$ cat src/rtl/eenm_pkg.sv
// eenm_pkg: shared types and constants for the embedded error norm maximum block
// no dependencies
`default_nettype none
package eenm_pkg;
  localparam int unsigned DataWidth = 32;
  localparam int unsigned FracShift = 16;
  localparam logic [DataWidth-1:0] RatioMax = '1;

  typedef enum logic [3:0] {
    ST_IDLE,
    ST_SQ,
    ST_ACC,
    ST_ROOT,
    ST_NEXTVEC,
    ST_REL_LO,
    ST_REL_HI,
    ST_SCALE,
    ST_DIV,
    ST_UPDATE,
    ST_EMIT
  } state_t;

  typedef enum logic [0:0] {
    REG_ABS_TOL = 1'b0,
    REG_REL_TOL = 1'b1
  } reg_idx_t;
endpackage
`default_nettype wire

$ cat src/rtl/eenm_div.sv
// eenm_div: restoring divider, 50-bit dividend by 34-bit divisor, one quotient bit a cycle
// depends on eenm_pkg
`default_nettype none
module eenm_div
  import eenm_pkg::*;
(
  input  wire logic        clk,
  input  wire logic        rst,
  input  wire logic        start,
  input  wire logic [49:0] dividend,
  input  wire logic [33:0] divisor,
  output logic             done,
  output logic [49:0]      quotient
);
  logic [49:0] num;
  logic [34:0] rem;
  logic [33:0] den;
  logic [5:0]  cnt;
  logic        busy;
  logic [34:0] rem_sh;
  logic        take;

  assign rem_sh = {rem[33:0], num[49]};
  assign take   = rem_sh >= {1'b0, den};

  always_ff @(posedge clk) begin
    if (rst) begin
      busy <= 1'b0;
      done <= 1'b0;
    end else begin
      done <= 1'b0;
      if (start) begin
        busy <= 1'b1;
        cnt  <= 6'd49;
      end else if (busy) begin
        if (cnt == 6'd0) begin
          busy <= 1'b0;
          done <= 1'b1;
        end
        cnt <= cnt - 6'd1;
      end
    end
  end

  always_ff @(posedge clk) begin
    if (start) begin
      num      <= dividend;
      den      <= divisor;
      rem      <= '0;
      quotient <= '0;
    end else if (busy) begin
      num      <= {num[48:0], 1'b0};
      rem      <= take ? rem_sh - {1'b0, den} : rem_sh;
      quotient <= {quotient[48:0], take};
    end
  end
endmodule
`default_nettype wire

$ cat config.mk
export PLATFORM = sky130hd
export DESIGN_NAME = eenm_div
export DESIGN_NICKNAME = d
export VERILOG_FILES = /design/src/rtl/eenm_pkg.sv /design/src/rtl/eenm_div.sv
export SDC_FILE = /design/constraint.sdc
export NUM_CORES = 1
export LEC_CHECK = 0
export BUFFER_PORTS_ARGS = -buffer_cell sky130_fd_sc_hd__buf_2
export CAP_MARGIN = 20
export CORE_ASPECT_RATIO = 1.25
export CORE_MARGIN = 4
export CORE_UTILIZATION = 49
export DETAILED_ROUTE_END_ITERATION = 10
export PLACE_DENSITY = 0.73
export SYNTH_ARGS = -nofsm -noshare
export SYNTH_HDL_FRONTEND = slang
export SYNTH_SLANG_ARGS = --single-unit
$ cat constraint.sdc
create_clock -name clk -period 7.45 [get_ports clk]
set_clock_uncertainty 0.2 [all_clocks]
set_input_delay 0 -clock clk [delete_from_list [all_inputs] [get_ports clk]]
set_output_delay 0 -clock clk [all_outputs]
set_load 0.01 [all_outputs]
==> results.json <==
{
  "status": "finished, final reports clean",
  "gp_congestion": 0.846,
  "layout_setup_ws_ns": 3.94,
  "synthesis.area_um2": 8740,
  "synth_cell_types": 58,
  "hpwl_mm": 12.3,
  "ys_seq_area_share_pct": 50.6,
  "fin_setup_tns_ns": 0,
  "worst_path_max_delay_cell": "a31oi_4",
  "cts_root_buf": "clkbuf_16",
  "synth_top_cell_area_share_pct": 30.9,
  "synth-seq-cells": 176,
  "cts_buffers": 17,
  "max_stage_delay_ns": 0.54,
  "synth_top_area_cell": "edfxtp_1",
  "synth_warnings": 0,
  "path_clk_slew_ns": 0.07,
  "wl_per_cell_um": 15.1,
  "cts_max_level": 4,
  "max_freq_mhz": 285,
  "tightestPinTransition_ns": 0.886,
  "post_synth.cell_area_avg_um2": 10.8,
  "cts_tree": "done",
  "fp.dieW_um": 127,
  "grt_max_degree": 94,
  "grt_pass1_vias": 6587,
  "cp_max_fo": 37,
  "min_to": "den[5]",
  "hp-class": "primary input to flip-flop",
  "power_leakage_uw": 0.00471,
  "postLayoutCoreUtil_pct": 63.2,
  "startpoint_type": "flip-flop",
  "rr_endpoint": "rem[30]",
  "drt_wl_total_mm": 18.9,
  "min_path_cells": 2,
  "hp-start": "divisor[5]",
  "register_area_um2": 4430,
  "crit_type": "flip-flop to flip-flop",
  "grt_pass1_wl_mm": 31.3,
  "relSlewSlack_pct": 40.9,
  "vdd_drop_max_mv": 0.184,
  "dieArea_um2": 20000,
  "drt_first_pass_iters": 5,
  "cts.sink_count": 176,
  "vias": 6617,
  "drv_slew": 0,
  "r2r_start": "den[1]",
  "period_minus_slack_ns": 3.51,
  "finalHoldViolations": 0,
  "overflow": 0,
  "insertion_delay_ns": 0.43,
  "intPower_uw": 1740,
  "swShare_pct": 28.0,
  "dpl_worst_slack_ns": 3.96,
  "setup_viol": 0,
  "synth_edf_count": 90,
  "rrSetupSlack_ns": 3.94,
  "io_pins": 138,
  "nFillCells": 1410,
  "die_y_um": 157,
  "rsz0062_at_grt": "false",
  "drive_above_1_share_pct": 23.1,
  "core_um2": 17500,
  "final_nets": 1142,
  "switchingPower_uw": 676,
  "period_share_pct": 47.1,
  "synth_nets": 936,
  "cap_viol_max_count": 0,
  "worst_ep_arrival_time_ns": 3.57,
  "multi_input_area_um2": 3970,
  "synth_area_leaders": "edfxtp_1 31%, dfxtp_1 20%, mux2i_1 7.6%",
  "drtIter0Drc": 330,
  "vias_per_cell": 5.27,
  "worst_setup_path_end_kind": "flip-flop",
  "powerDensity_nw_per_um2": 218,
  "cp_data_required_time_ns": 7.52,
  "r2r_cells": 12,
  "drc": 0,
  "grt.total_usage_pct": 19.1,
  "synth_ff_type": "edfxtp_1",
  "pwr-share-clk_pct": 36.5,
  "start_util_pct": 49.9,
  "cts.path.max_buffers": 2,
  "antenna_found_initial": 1,
  "post_cts_buffers": 0,
  "async_reset_ff_share_pct": 0,
  "p_total_uw": 2410,
  "netlist_instances": 812,
  "seqPwrFrac_pct": 46.3,
  "num_rows": 54,
  "area_growth_pct": 26.6,
  "crit_chain": "inv_1 -> ha_1 -> nor2b_1 -> o21a_1 -> a31oi_2 -> o311ai_2 -> nand2_1 -> a31oi_4 -> buf_4 -> nand3_1 -> o32ai_1 -> a211oi_1",
  "final_antenna_net_count": 0,
  "pwr-share-comb_pct": 17.2,
  "port_buffers": 137
}
-- routing by layer --
metal  GRT usage [%]  vias up  part of all wire, %
met4            5.88        0                  1.4
met1            22.8     3126                   42
li1                -     3345                    -
met2            34.5      127                   53
met3            3.80       19                  3.8
met5               0        -                    0
-- how the worst max path moves through the flow --
| stage | startpoint | end | slack (ns) | depth (start not counted) |
|---|---|---|---|---|
| after global routing | den[13] | rem[10] | 3.65 | 11 |
| after floorplan | num[49] | rem[28] | 4.43 | 13 |
| after detailed placement | den[14] | rem[30] | 3.96 | 12 |
| after global placement | den[1] | rem[30] | 4.00 | 12 |
| after CTS | rem[0] | rem[30] | 3.94 | 11 |
| final | den[1] | rem[30] | 3.94 | 12 |
-- Yosys cell counts (all sizes together) (17+ instances only) --
cell      n
o21ai    27
mux2i    66
ha       36
xnor2    17
a21oi    45
mux2     50
a211oi   25
clkbuf   26
inv      46
edfxtp   90
nand2    37
nor2    106
dfxtp    86
-- through the flow --
step	cell area (um^2)	hold slack, ns	cells
after floorplan	8740	-0.123	812
after global placement	9570	-0.0232	1135
after detailed placement	9570	-0.0219	1135
after CTS	11000	0.0617	1253
after global routing	11100	0.0737	1256
final	11100	0.0837	1256
-- flip-flops by register name, summed over array words and instances (netlist names) --
name      cells
quotient     50
rem          34
cnt           6
num          50
den          34
busy          1
done          1
-- area by class of cell --
cell class,instances,area share (%)
inverter,46,1.56
multi-input combinational,549,35.9
clock buffer,17,3.85
timing repair buffer,228,14.7
antenna,1,0.0226
tap,224,2.53
sequential,176,40.0
clock inverter,15,1.45
-- power by group through the flow --
| stage | clock, uW | combinational (uW) | sequential (uW) |
|---|---|---|---|
| 5_1_grt | 939 | 463 | 1130 |
| 2_1_floorplan | 0 | 292 | 1130 |
| 3_5_place_dp | 0 | 373 | 1140 |
| 4_1_cts | 902 | 411 | 1120 |
| 3_3_place_gp | 0 | 369 | 1140 |
| 6_report | 881 | 415 | 1120 |
-- cell families (layout without fill, tap and decap cells) --
kind of cell             count (synthesis)  in the layout  share of synthesized area (%)
XOR/XNOR                                29             29                           2.91
AND/OR/NAND/NOR                        210            210                           10.9
adder cells (fa/ha/maj)                 37             37                           5.38
flip-flops                             176            176                           50.6
multiplexers                           116            116                           14.0
other                                    0              1                              0
AO/OA/AOI/OAI                          157            157                           12.2
buffers and inverters                   87            306                           3.94
-- worst max-delay path, delay by kind of cell, from the launching register on --
kind            cells  cell delay, ns
compound gates      6            1.49
flops               1            0.32
fa+ha+maj           1            0.31
buf+inv             2            0.56
simple gates        3            0.44
-- repair_timing --
action                                 in CTS  in global routing
resized for setup                           0                  0
endpoints found under the hold margin     131                  0
setup endpoints to repair                   0                  0
hold buffers                               86                  0
-- cells in the final DEF (no fill, tap or decap), types with 3 or more instances in the layout --
master	count
buf_2	136
nor2_1	106
edfxtp_1	90
dlygate4sd3_1	86
dfxtp_1	85
mux2i_1	66
mux2_2	49
inv_1	45
a21oi_1	44
nand2_1	37
ha_1	36
a211oi_1	25
o21ai_0	24
xnor2_1	17
clkbuf_16	17
nor3_1	14
a21o_1	13
and3_1	13
xor2_1	12
o21bai_1	10
nand3_1	8
nand4_1	7
a31oi_1	6
nor4b_1	6
o211ai_1	5
inv_8	5
and2_1	4
o31ai_1	4
inv_6	4
nand2b_1	3
o21ai_1	3
o311ai_0	3
buf_4	3
(Power assumes the default switching activity.)
