==> config.mk <==
export PLATFORM = sky130hd
export DESIGN_NAME = eenm_sqrt
export DESIGN_NICKNAME = d
export VERILOG_FILES = /design/src/rtl/eenm_pkg.sv /design/src/rtl/eenm_sqrt.sv
export SDC_FILE = /design/constraint.sdc
export NUM_CORES = 1
export LEC_CHECK = 0
export BUFFER_PORTS_ARGS = -buffer_cell sky130_fd_sc_hd__clkbuf_2
export CAP_MARGIN = 0
export CORE_MARGIN = 5
export CORE_UTILIZATION = 59
export CTS_CLUSTER_SIZE = 40
export DETAILED_ROUTE_END_ITERATION = 16
export GPL_ROUTABILITY_DRIVEN = 0
export GPL_TIMING_DRIVEN = 0
export HOLD_SLACK_MARGIN = 0.1
export PLACE_DENSITY_LB_ADDON = 0.25
export REMOVE_ABC_BUFFERS = 1
export SYNTH_ARGS = -nofsm -noshare
export SYNTH_HDL_FRONTEND = slang
export SYNTH_SLANG_ARGS = --single-unit
==> constraint.sdc <==
create_clock -name clk -period 3.2 [get_ports clk]
set_input_delay 0.48 -clock clk [delete_from_list [all_inputs] [get_ports clk]]
set_output_delay 0.48 -clock clk [all_outputs]
set_load 0.01 [all_outputs]
==> src/rtl/eenm_pkg.sv <==
// eenm_pkg: shared types and constants for the embedded error norm maximum block
// no dependencies
`default_nettype none
package eenm_pkg;
  localparam int unsigned DataWidth = 32;
  localparam int unsigned FracShift = 16;
  localparam logic [DataWidth-1:0] RatioMax = '1;

  typedef enum logic [3:0] {
    ST_IDLE,
    ST_SQ,
    ST_ACC,
    ST_ROOT,
    ST_NEXTVEC,
    ST_REL_LO,
    ST_REL_HI,
    ST_SCALE,
    ST_DIV,
    ST_UPDATE,
    ST_EMIT
  } state_t;

  typedef enum logic [0:0] {
    REG_ABS_TOL = 1'b0,
    REG_REL_TOL = 1'b1
  } reg_idx_t;
endpackage
`default_nettype wire

==> src/rtl/eenm_sqrt.sv <==
// eenm_sqrt: bit-serial integer square root of a 66-bit radicand, one root bit a cycle
// depends on eenm_pkg
`default_nettype none
module eenm_sqrt
  import eenm_pkg::*;
(
  input  wire logic        clk,
  input  wire logic        rst,
  input  wire logic        start,
  input  wire logic [65:0] radicand,
  output logic             done,
  output logic [33:0]      root
);
  logic [65:0] rad;
  logic [35:0] rem;
  logic [5:0]  cnt;
  logic        busy;
  logic [35:0] rem_sh;
  logic [35:0] trial;
  logic        take;

  assign rem_sh = {rem[33:0], rad[65:64]};
  assign trial  = {root, 2'b01};
  assign take   = rem_sh >= trial;

  // 33 bit pairs, one per busy cycle
  always_ff @(posedge clk) begin
    if (rst) begin
      busy <= 1'b0;
      done <= 1'b0;
    end else begin
      done <= 1'b0;
      if (start) begin
        busy <= 1'b1;
        cnt  <= 6'd32;
      end else if (busy) begin
        if (cnt == 6'd0) begin
          busy <= 1'b0;
          done <= 1'b1;
        end
        cnt <= cnt - 6'd1;
      end
    end
  end

  always_ff @(posedge clk) begin
    if (start) begin
      rad  <= radicand;
      rem  <= '0;
      root <= '0;
    end else if (busy) begin
      rad  <= {rad[63:0], 2'b00};
      rem  <= take ? rem_sh - trial : rem_sh;
      root <= {root[32:0], take};
    end
  end
endmodule
`default_nettype wire

==> impl_metrics.csv, run 1 <==
group,metric,value,unit
routing,avg_wl_per_cell,16.6,um
synthesis,synth-edff-count,72,
floorplan,die_w,126,um
synthesis,syn_inst,766,
finish,layout-drive-gt1-share,26.6,%
sta,fin_skew,0.00899,ns
routing,num_vias,6119,
setup_path,critical_path_arrival,3.35,ns
job,max-cap-violations,0,
synthesis,synth_cell_type_count,73,
synthesis,post_synth_top_area_share,27.1,%
floorplan,core_footprint,0.0132,mm^2
cts,cts_max_level,4,
synthesis,synth_top_area_cell,"sky130_fd_sc_hd__edfxtp_1",
power_and_ir_drop,power_per_cell_area,949,mW/mm^2
setup_path,rr_endpoint,"rem[32]",
setup_path,ff2ff_path_depth,10,
setup_path,path_class,"reg -> reg",
finish,most_common_cell_after_layout_fill_and_taps_aside,"sky130_fd_sc_hd__clkbuf_2",
sta,fin_crit_sh,94.5,%
floorplan,starting_utilization_of_the_core_area,60.2,%
grt,pin_count_of_the_biggest_net_entering_global_routing,67,
cts,tritoncts,"done",
finish,areaGrowthSynthToFinish,14.9,%
synthesis,synth.area.top_cells,"sky130_fd_sc_hd__edfxtp_1 27%, sky130_fd_sc_hd__dfxtp_1 18%, sky130_fd_sc_hd__mux2_2 9.0%",
finish,commonest_cells_after_routing_fill_and_taps_aside,"102 x sky130_fd_sc_hd__clkbuf_2, 76 x sky130_fd_sc_hd__nor2_1, 72 x sky130_fd_sc_hd__edfxtp_1",
finish,design_area,0.00917,mm^2
cts,clk_pin_slew_worst_paths,0.06,ns
routing,detail-route-antenna-nets,0,
setup_path,cp-start-kind,"register",
setup_path,critical_path.reg2reg.startpoint,"root[5]",
floorplan,ios,104,
synthesis,ys_async_sr_fraction,0,%
floorplan,die_h,126,um
finish,finish.net_count,964,
sta,worst_pin_slew,0.904,ns
power_and_ir_drop,power.ir.vdd_worst,0.000690,V
setup_path,cp_common_cell,"sky130_fd_sc_hd__nand3_1",
finish,num_antenna_cells,0,
hold_path,hold_path_depth,2,
routing,detailedRoute.firstPassIterationCount,5,
floorplan,core.rowCount,42,
setup_path,worstSetupEndpointType,"register",
grt,grt_overflow,0,
synthesis,synthesis.yosys.warnings,0,
setup_path,cp.required,3.53,ns
cts,cts_hold_buffers,0,
routing,detail_route.drc_violations,0,
sta,finalSetupViolCount,0,
routing,routed_via_density,5.85,
grt,groute.usage.overall,22.1,%
place,post_dp_cell_area,0.00857,mm^2
setup_path,path_buf_inv,1,
synthesis,synthesis.area,0.00798,mm^2
synthesis,post_synthesis_average_cell_area,10.4,um^2
sta,final.min_clock_period,3.02,ns
setup_path,regToRegSetupSlack,0.18,ns
place,place_hpwl,11.9,mm
setup_path,crit_path_max_fanout,20,
cts,clock_tree_buf_depth,2,
cts,ctsRootBufferMaster,"sky130_fd_sc_hd__clkbuf_16",
place,numPortBuffers,103,
sta,hold_viol,0,
grt,grt_pass1_wl,29.3,mm
cts,clock_latency,0.42,ns
grt,initial_antenna_violation_count,0,
status,status,"finished clean",
power_and_ir_drop,leakage,3.76,nW
synthesis,synth_seq_cells,142,
hold_path,worstHoldEndpoint,"done",
setup_path,crit_family,"compound AO/OA/AOI/OAI gates",
power_and_ir_drop,total_power,8.69,mW
setup_path,crit_path_cell_trace,"inv_1 > ha_1 > nand3_1 > o22ai_1 > o21ai_1 > nand3_1 > a21oi_2 > o211a_2 > a32oi_1 > o31ai_1",
synthesis,yosys_most_used_dff,"sky130_fd_sc_hd__edfxtp_1",
setup_path,critical-path-max-stage-delay,0.60,ns
hold_path,hp-start,"rst",
grt,vias_in_the_first_global_route,6234,
sta,max_slew_margin,39.7,%
floorplan,dieArea,0.0159,mm^2
hold_path,worstHoldPathType,"in -> reg",
sta,unrepaired_setup_endpoints_after_global_routing,"true",
sta,final_number_of_max_transition_violations,0,
synthesis,synth.yosys.seq_area_share,44.7,%
routing,detail_route.wirelength,17.4,mm
cts,cts_made_buffers,17,
routing,drt-initial-drc-count,288,
sta,fmaxAchievable,331,MHz
cts,cts.sinks,142,
setup_path,slowest_stage,"sky130_fd_sc_hd__o211a_2",
[logic make-up after synthesis]
| group | Yosys count | share of synthesized area (%) |
|---|---|---|
| flip-flops | 142 | 44.7 |
| adder cells (fa/ha/maj) | 38 | 5.96 |
| multiplexers | 99 | 13.4 |
| buffers and inverters | 91 | 5.22 |
| AO/OA/AOI/OAI | 167 | 15.9 |
| XOR/XNOR | 28 | 3.07 |
| AND/OR/NAND/NOR | 201 | 11.7 |
[timing repair]
| action | in CTS | in global routing |
|---|---|---|
| gates resized for setup | 2 | 2 |
| cloned | 0 | 1 |
| pin swaps | 1 | 1 |
| endpoints found under the setup margin | 32 | 15 |
| setup buffers | 2 | 0 |
[routing by layer]
layer	up-vias	part of all wire, %	track usage (%)	routed length (um)
met3	33	8.1	7.66	1410
met1	2872	42	26.7	7340
li1	3016	-	-	-
met4	0	1.8	7.95	317
met2	198	48	36.6	8290
met5	-	0	0	0
[area by class of cell]
class,count,area (um^2)
clock buffers,17,425
clock inverters,15,121
fillers,979,4080
inverters,54,203
multi-input cells,534,4040
flip-flops and latches,142,3570
well taps,176,220
repair buffers,108,592
[power by group]
group          switching (mW)  leakage, nW  internal (mW)
combinational            2.68         2.21           1.85
sequential              0.164         1.29           2.17
clock                   0.771        0.258           1.06
total                    3.62         3.76           5.08
[how the worst max path moves through the flow]
stage | startpoint | to | slack, ns | cells after the start
after detailed placement | root[5] | rem[15] | -0.46 | 10
after global routing | root[19] | rem[24] | -0.01 | 10
final | root[5] | rem[32] | 0.18 | 10
after CTS | root[2] | rem[10] | 0.1 | 10
after global placement | busy | rad[0] | -2.98 | 2
after floorplan | busy | rad[0] | -1.27 | 2
[synthesized netlist by cell type (all sizes together) (5+ instances only)]
cell	number
a21o	19
a21oi	34
a311oi	13
a32oi	12
buf	13
clkbuf	24
dfxtp	70
edfxtp	72
ha	38
inv	54
mux2	64
mux2i	35
nand2	47
nand2b	7
nand3	21
nand4	11
nor2	77
nor3	15
o21a	7
o21ai	23
o21bai	5
o311ai	5
o31ai	5
o41ai	5
xnor2	18
xor2	10
[through the flow]
step                hold slack (ns)  worst slack [ns]  cells  setup TNS, ns  util (%)
floorplan                     0.436             -1.27    729         -86.55         -
global route                  0.260           -0.0104   1046        -0.0183      69.2
global placement              0.455             -2.98   1008        -235.29      64.2
finish                        0.254             0.176   1046              0      69.2
CTS                           0.244            0.0961   1045              0      69.0
detailed placement            0.472            -0.457   1011         -11.05      64.7
[worst register-to-register path, cell delays in order, from the launching register on]
cell	delay [ns]
sky130_fd_sc_hd__dfxtp_1	0.37
sky130_fd_sc_hd__inv_1	0.07
sky130_fd_sc_hd__ha_1	0.37
sky130_fd_sc_hd__nand3_1	0.22
sky130_fd_sc_hd__o22ai_1	0.19
sky130_fd_sc_hd__o21ai_1	0.21
sky130_fd_sc_hd__nand3_1	0.16
sky130_fd_sc_hd__a21oi_2	0.46
sky130_fd_sc_hd__o211a_2	0.60
sky130_fd_sc_hd__a32oi_1	0.19
sky130_fd_sc_hd__o31ai_1	0.09
[state kept, by name, indices dropped and copies added (netlist names)]
| name | flops |
|---|---|
| busy | 1 |
| rad | 66 |
| root | 34 |
| rem | 34 |
| cnt | 6 |
| done | 1 |
Note: power is estimated with default switching activity, not from simulation.
==> run 2, diff against run 1 <==
Settings changed: GPL_TIMING_DRIVEN 0 to 1.
==> run 2 against run 1 <==
Effect of this change:
- sequential share of layout area fell by 0.091 points
- sequential power is essentially flat
- via count grew 1.3%
- final cell count up 0.19%
==> impl_metrics.csv, run 2 (synthesized netlist as in run 1, its figures left out) <==
group,metric,value,unit
sta,finalSetupViolCount,0,
cts,ctsRootBufferMaster,"sky130_fd_sc_hd__clkbuf_16",
setup_path,endpoint,"rem[10]",
floorplan,die_w,126,um
setup_path,slowest_stage,"sky130_fd_sc_hd__o41ai_1",
floorplan,die_h,126,um
routing,detail_route.drc_violations,0,
finish,commonest_cells_after_routing_fill_and_taps_aside,"102 x sky130_fd_sc_hd__clkbuf_2, 77 x sky130_fd_sc_hd__nor2_1, 72 x sky130_fd_sc_hd__edfxtp_1",
sta,max_slew_margin,54.8,%
floorplan,ios,104,
finish,max_flop_register,"rad",
grt,vias_in_the_first_global_route,6156,
job,max-cap-violations,0,
sta,final_number_of_max_transition_violations,0,
setup_path,cp-start-kind,"register",
finish,areaGrowthSynthToFinish,15.1,%
finish,reg.largest.list,"rad (66), rem (34), root (34)",
cts,tritoncts,"done",
sta,setup_ws,0.194,ns
floorplan,core.rowCount,42,
routing,avg_wl_per_cell,16.7,um
finish,most_common_cell_after_layout_fill_and_taps_aside,"sky130_fd_sc_hd__clkbuf_2",
floorplan,core_footprint,0.0132,mm^2
place,place_hpwl,12.1,mm
routing,detailedRoute.firstPassIterationCount,5,
sta,fin_crit_sh,93.9,%
cts,cts_max_level,4,
setup_path,crit_path_cell_trace,"inv_1 > ha_1 > o21ai_0 > nor2_1 > nor4_1 > o41ai_1 > a21oi_1 > o211a_1 > buf_4 > a221o_1 > a311oi_1",
cts,clk_pin_slew_worst_paths,0.06,ns
place,place.detailed.instances,1017,
routing,num_vias,6198,
finish,instances_no_fill,1048,
setup_path,critical_path_arrival,3.35,ns
routing,routed_via_density,5.91,
finish,ff_latch_area,0.00356,mm^2
finish,num_antenna_cells,0,
routing,detail-route-antenna-nets,0,
setup_path,crit_path_max_fanout,22,
grt,grt_pass1_wl,29.3,mm
grt,grt_overflow,0,
setup_path,path_class,"reg -> reg",
finish,layout-drive-gt1-share,26.6,%
sta,fmaxAchievable,333,MHz
sta,sum_of_negative_setup_slack,0,ns
finish,nFillCells,1050,
setup_path,regToRegSetupSlack,0.19,ns
cts,clock_tree_buf_depth,2,
routing,detail_route.wirelength,17.5,mm
grt,initial_antenna_violation_count,0,
setup_path,critical-path-max-stage-delay,0.58,ns
floorplan,dieArea,0.0159,mm^2
cts,cts_hold_buffers,0,
power_and_ir_drop,power_per_cell_area,957,mW/mm^2
place,numPortBuffers,103,
status,status,"finished clean",
finish,finish.net_count,967,
place,place_worst_setup_slack,0.277,ns
finish,multi_input_area,0.00400,mm^2
cts,clock_latency,0.43,ns
setup_path,worstSetupEndpointType,"register",
power_and_ir_drop,total_power,8.79,mW
grt,pin_count_of_the_biggest_net_entering_global_routing,76,
cts,cts_made_buffers,17,
sta,worst_hold_slack,0.252,ns
power_and_ir_drop,leakage,3.80,nW
finish,largest_register_ffs,66,
cts,cts.sinks,142,
grt,groute.usage.overall,22.2,%
setup_path,ff2ff_path_depth,11,
routing,drt-initial-drc-count,334,
floorplan,starting_utilization_of_the_core_area,60.2,%
sta,worst_pin_slew,0.678,ns
finish,design_area,0.00918,mm^2
setup_path,rr_endpoint,"rem[10]",
sta,final.min_clock_period,3.01,ns
power_and_ir_drop,power.ir.vdd_worst,0.000979,V
sta,fin_skew,0.0105,ns
hold_path,hold_path_depth,2,
setup_path,cp.required,3.54,ns
setup_path,startpoint,"root[21]",
finish,finalCoreUtilization,69.3,%
hold_path,worstHoldPathType,"in -> reg",
sta,hold_viol,0,
place,post_dp_cell_area,0.00858,mm^2
setup_path,critical_path.reg2reg.startpoint,"root[21]",
==> run 2: worst max-delay path, delay by kind of cell, from the launching register on <==
kind                       cells  cell delay, ns
DFF                            1            0.37
buffers and inverters          2            0.29
and+or+nand+nor                2            0.17
adders and majority gates      1            0.39
AOI/OAI and AO/OA              6            1.73
==> run 2: worst min path at each step <==
stage               startpoint  endpoint  slack (ns)
floorplan              rem[32]   rem[32]        0.44
global placement       rem[32]   rem[32]        0.46
detailed placement     rem[32]   rem[32]        0.47
CTS                        rst      done        0.24
global route               rst      done        0.25
finish                     rst      done        0.25
==> run 2: per-layer routing <==
layer  wire, um  track usage [%]
met1       7420             27.2
met2       8360             37.2
met3       1440             7.11
met4        289             7.51
met5          0                0
==> run 2: cell type report <==
type / instances / area share, %
Timing Repair Buffer: 112 / 6.51
Clock buffer: 19 / 4.72
Inverter: 54 / 2.21
Multi-Input combinational cell: 533 / 43.6
Tap cell: 176 / 2.40
Clock inverter: 12 / 1.74
Sequential cell: 142 / 38.8
==> run 2: repair_timing <==
item,CTS,global route
hold endpoints to repair,0,0
resized for setup,0,1
setup buffers,0,0
endpoints found under the setup margin,0,1
==> run 2: report_power, final <==
group | switching [mW] | internal (mW) | leakage [nW] | total [mW]
logic | 2.59 | 1.84 | 2.22 | 4.43
clock network | 0.807 | 1.23 | 0.289 | 2.04
registers | 0.147 | 2.17 | 1.29 | 2.31
total | 3.55 | 5.24 | 3.80 | 8.79
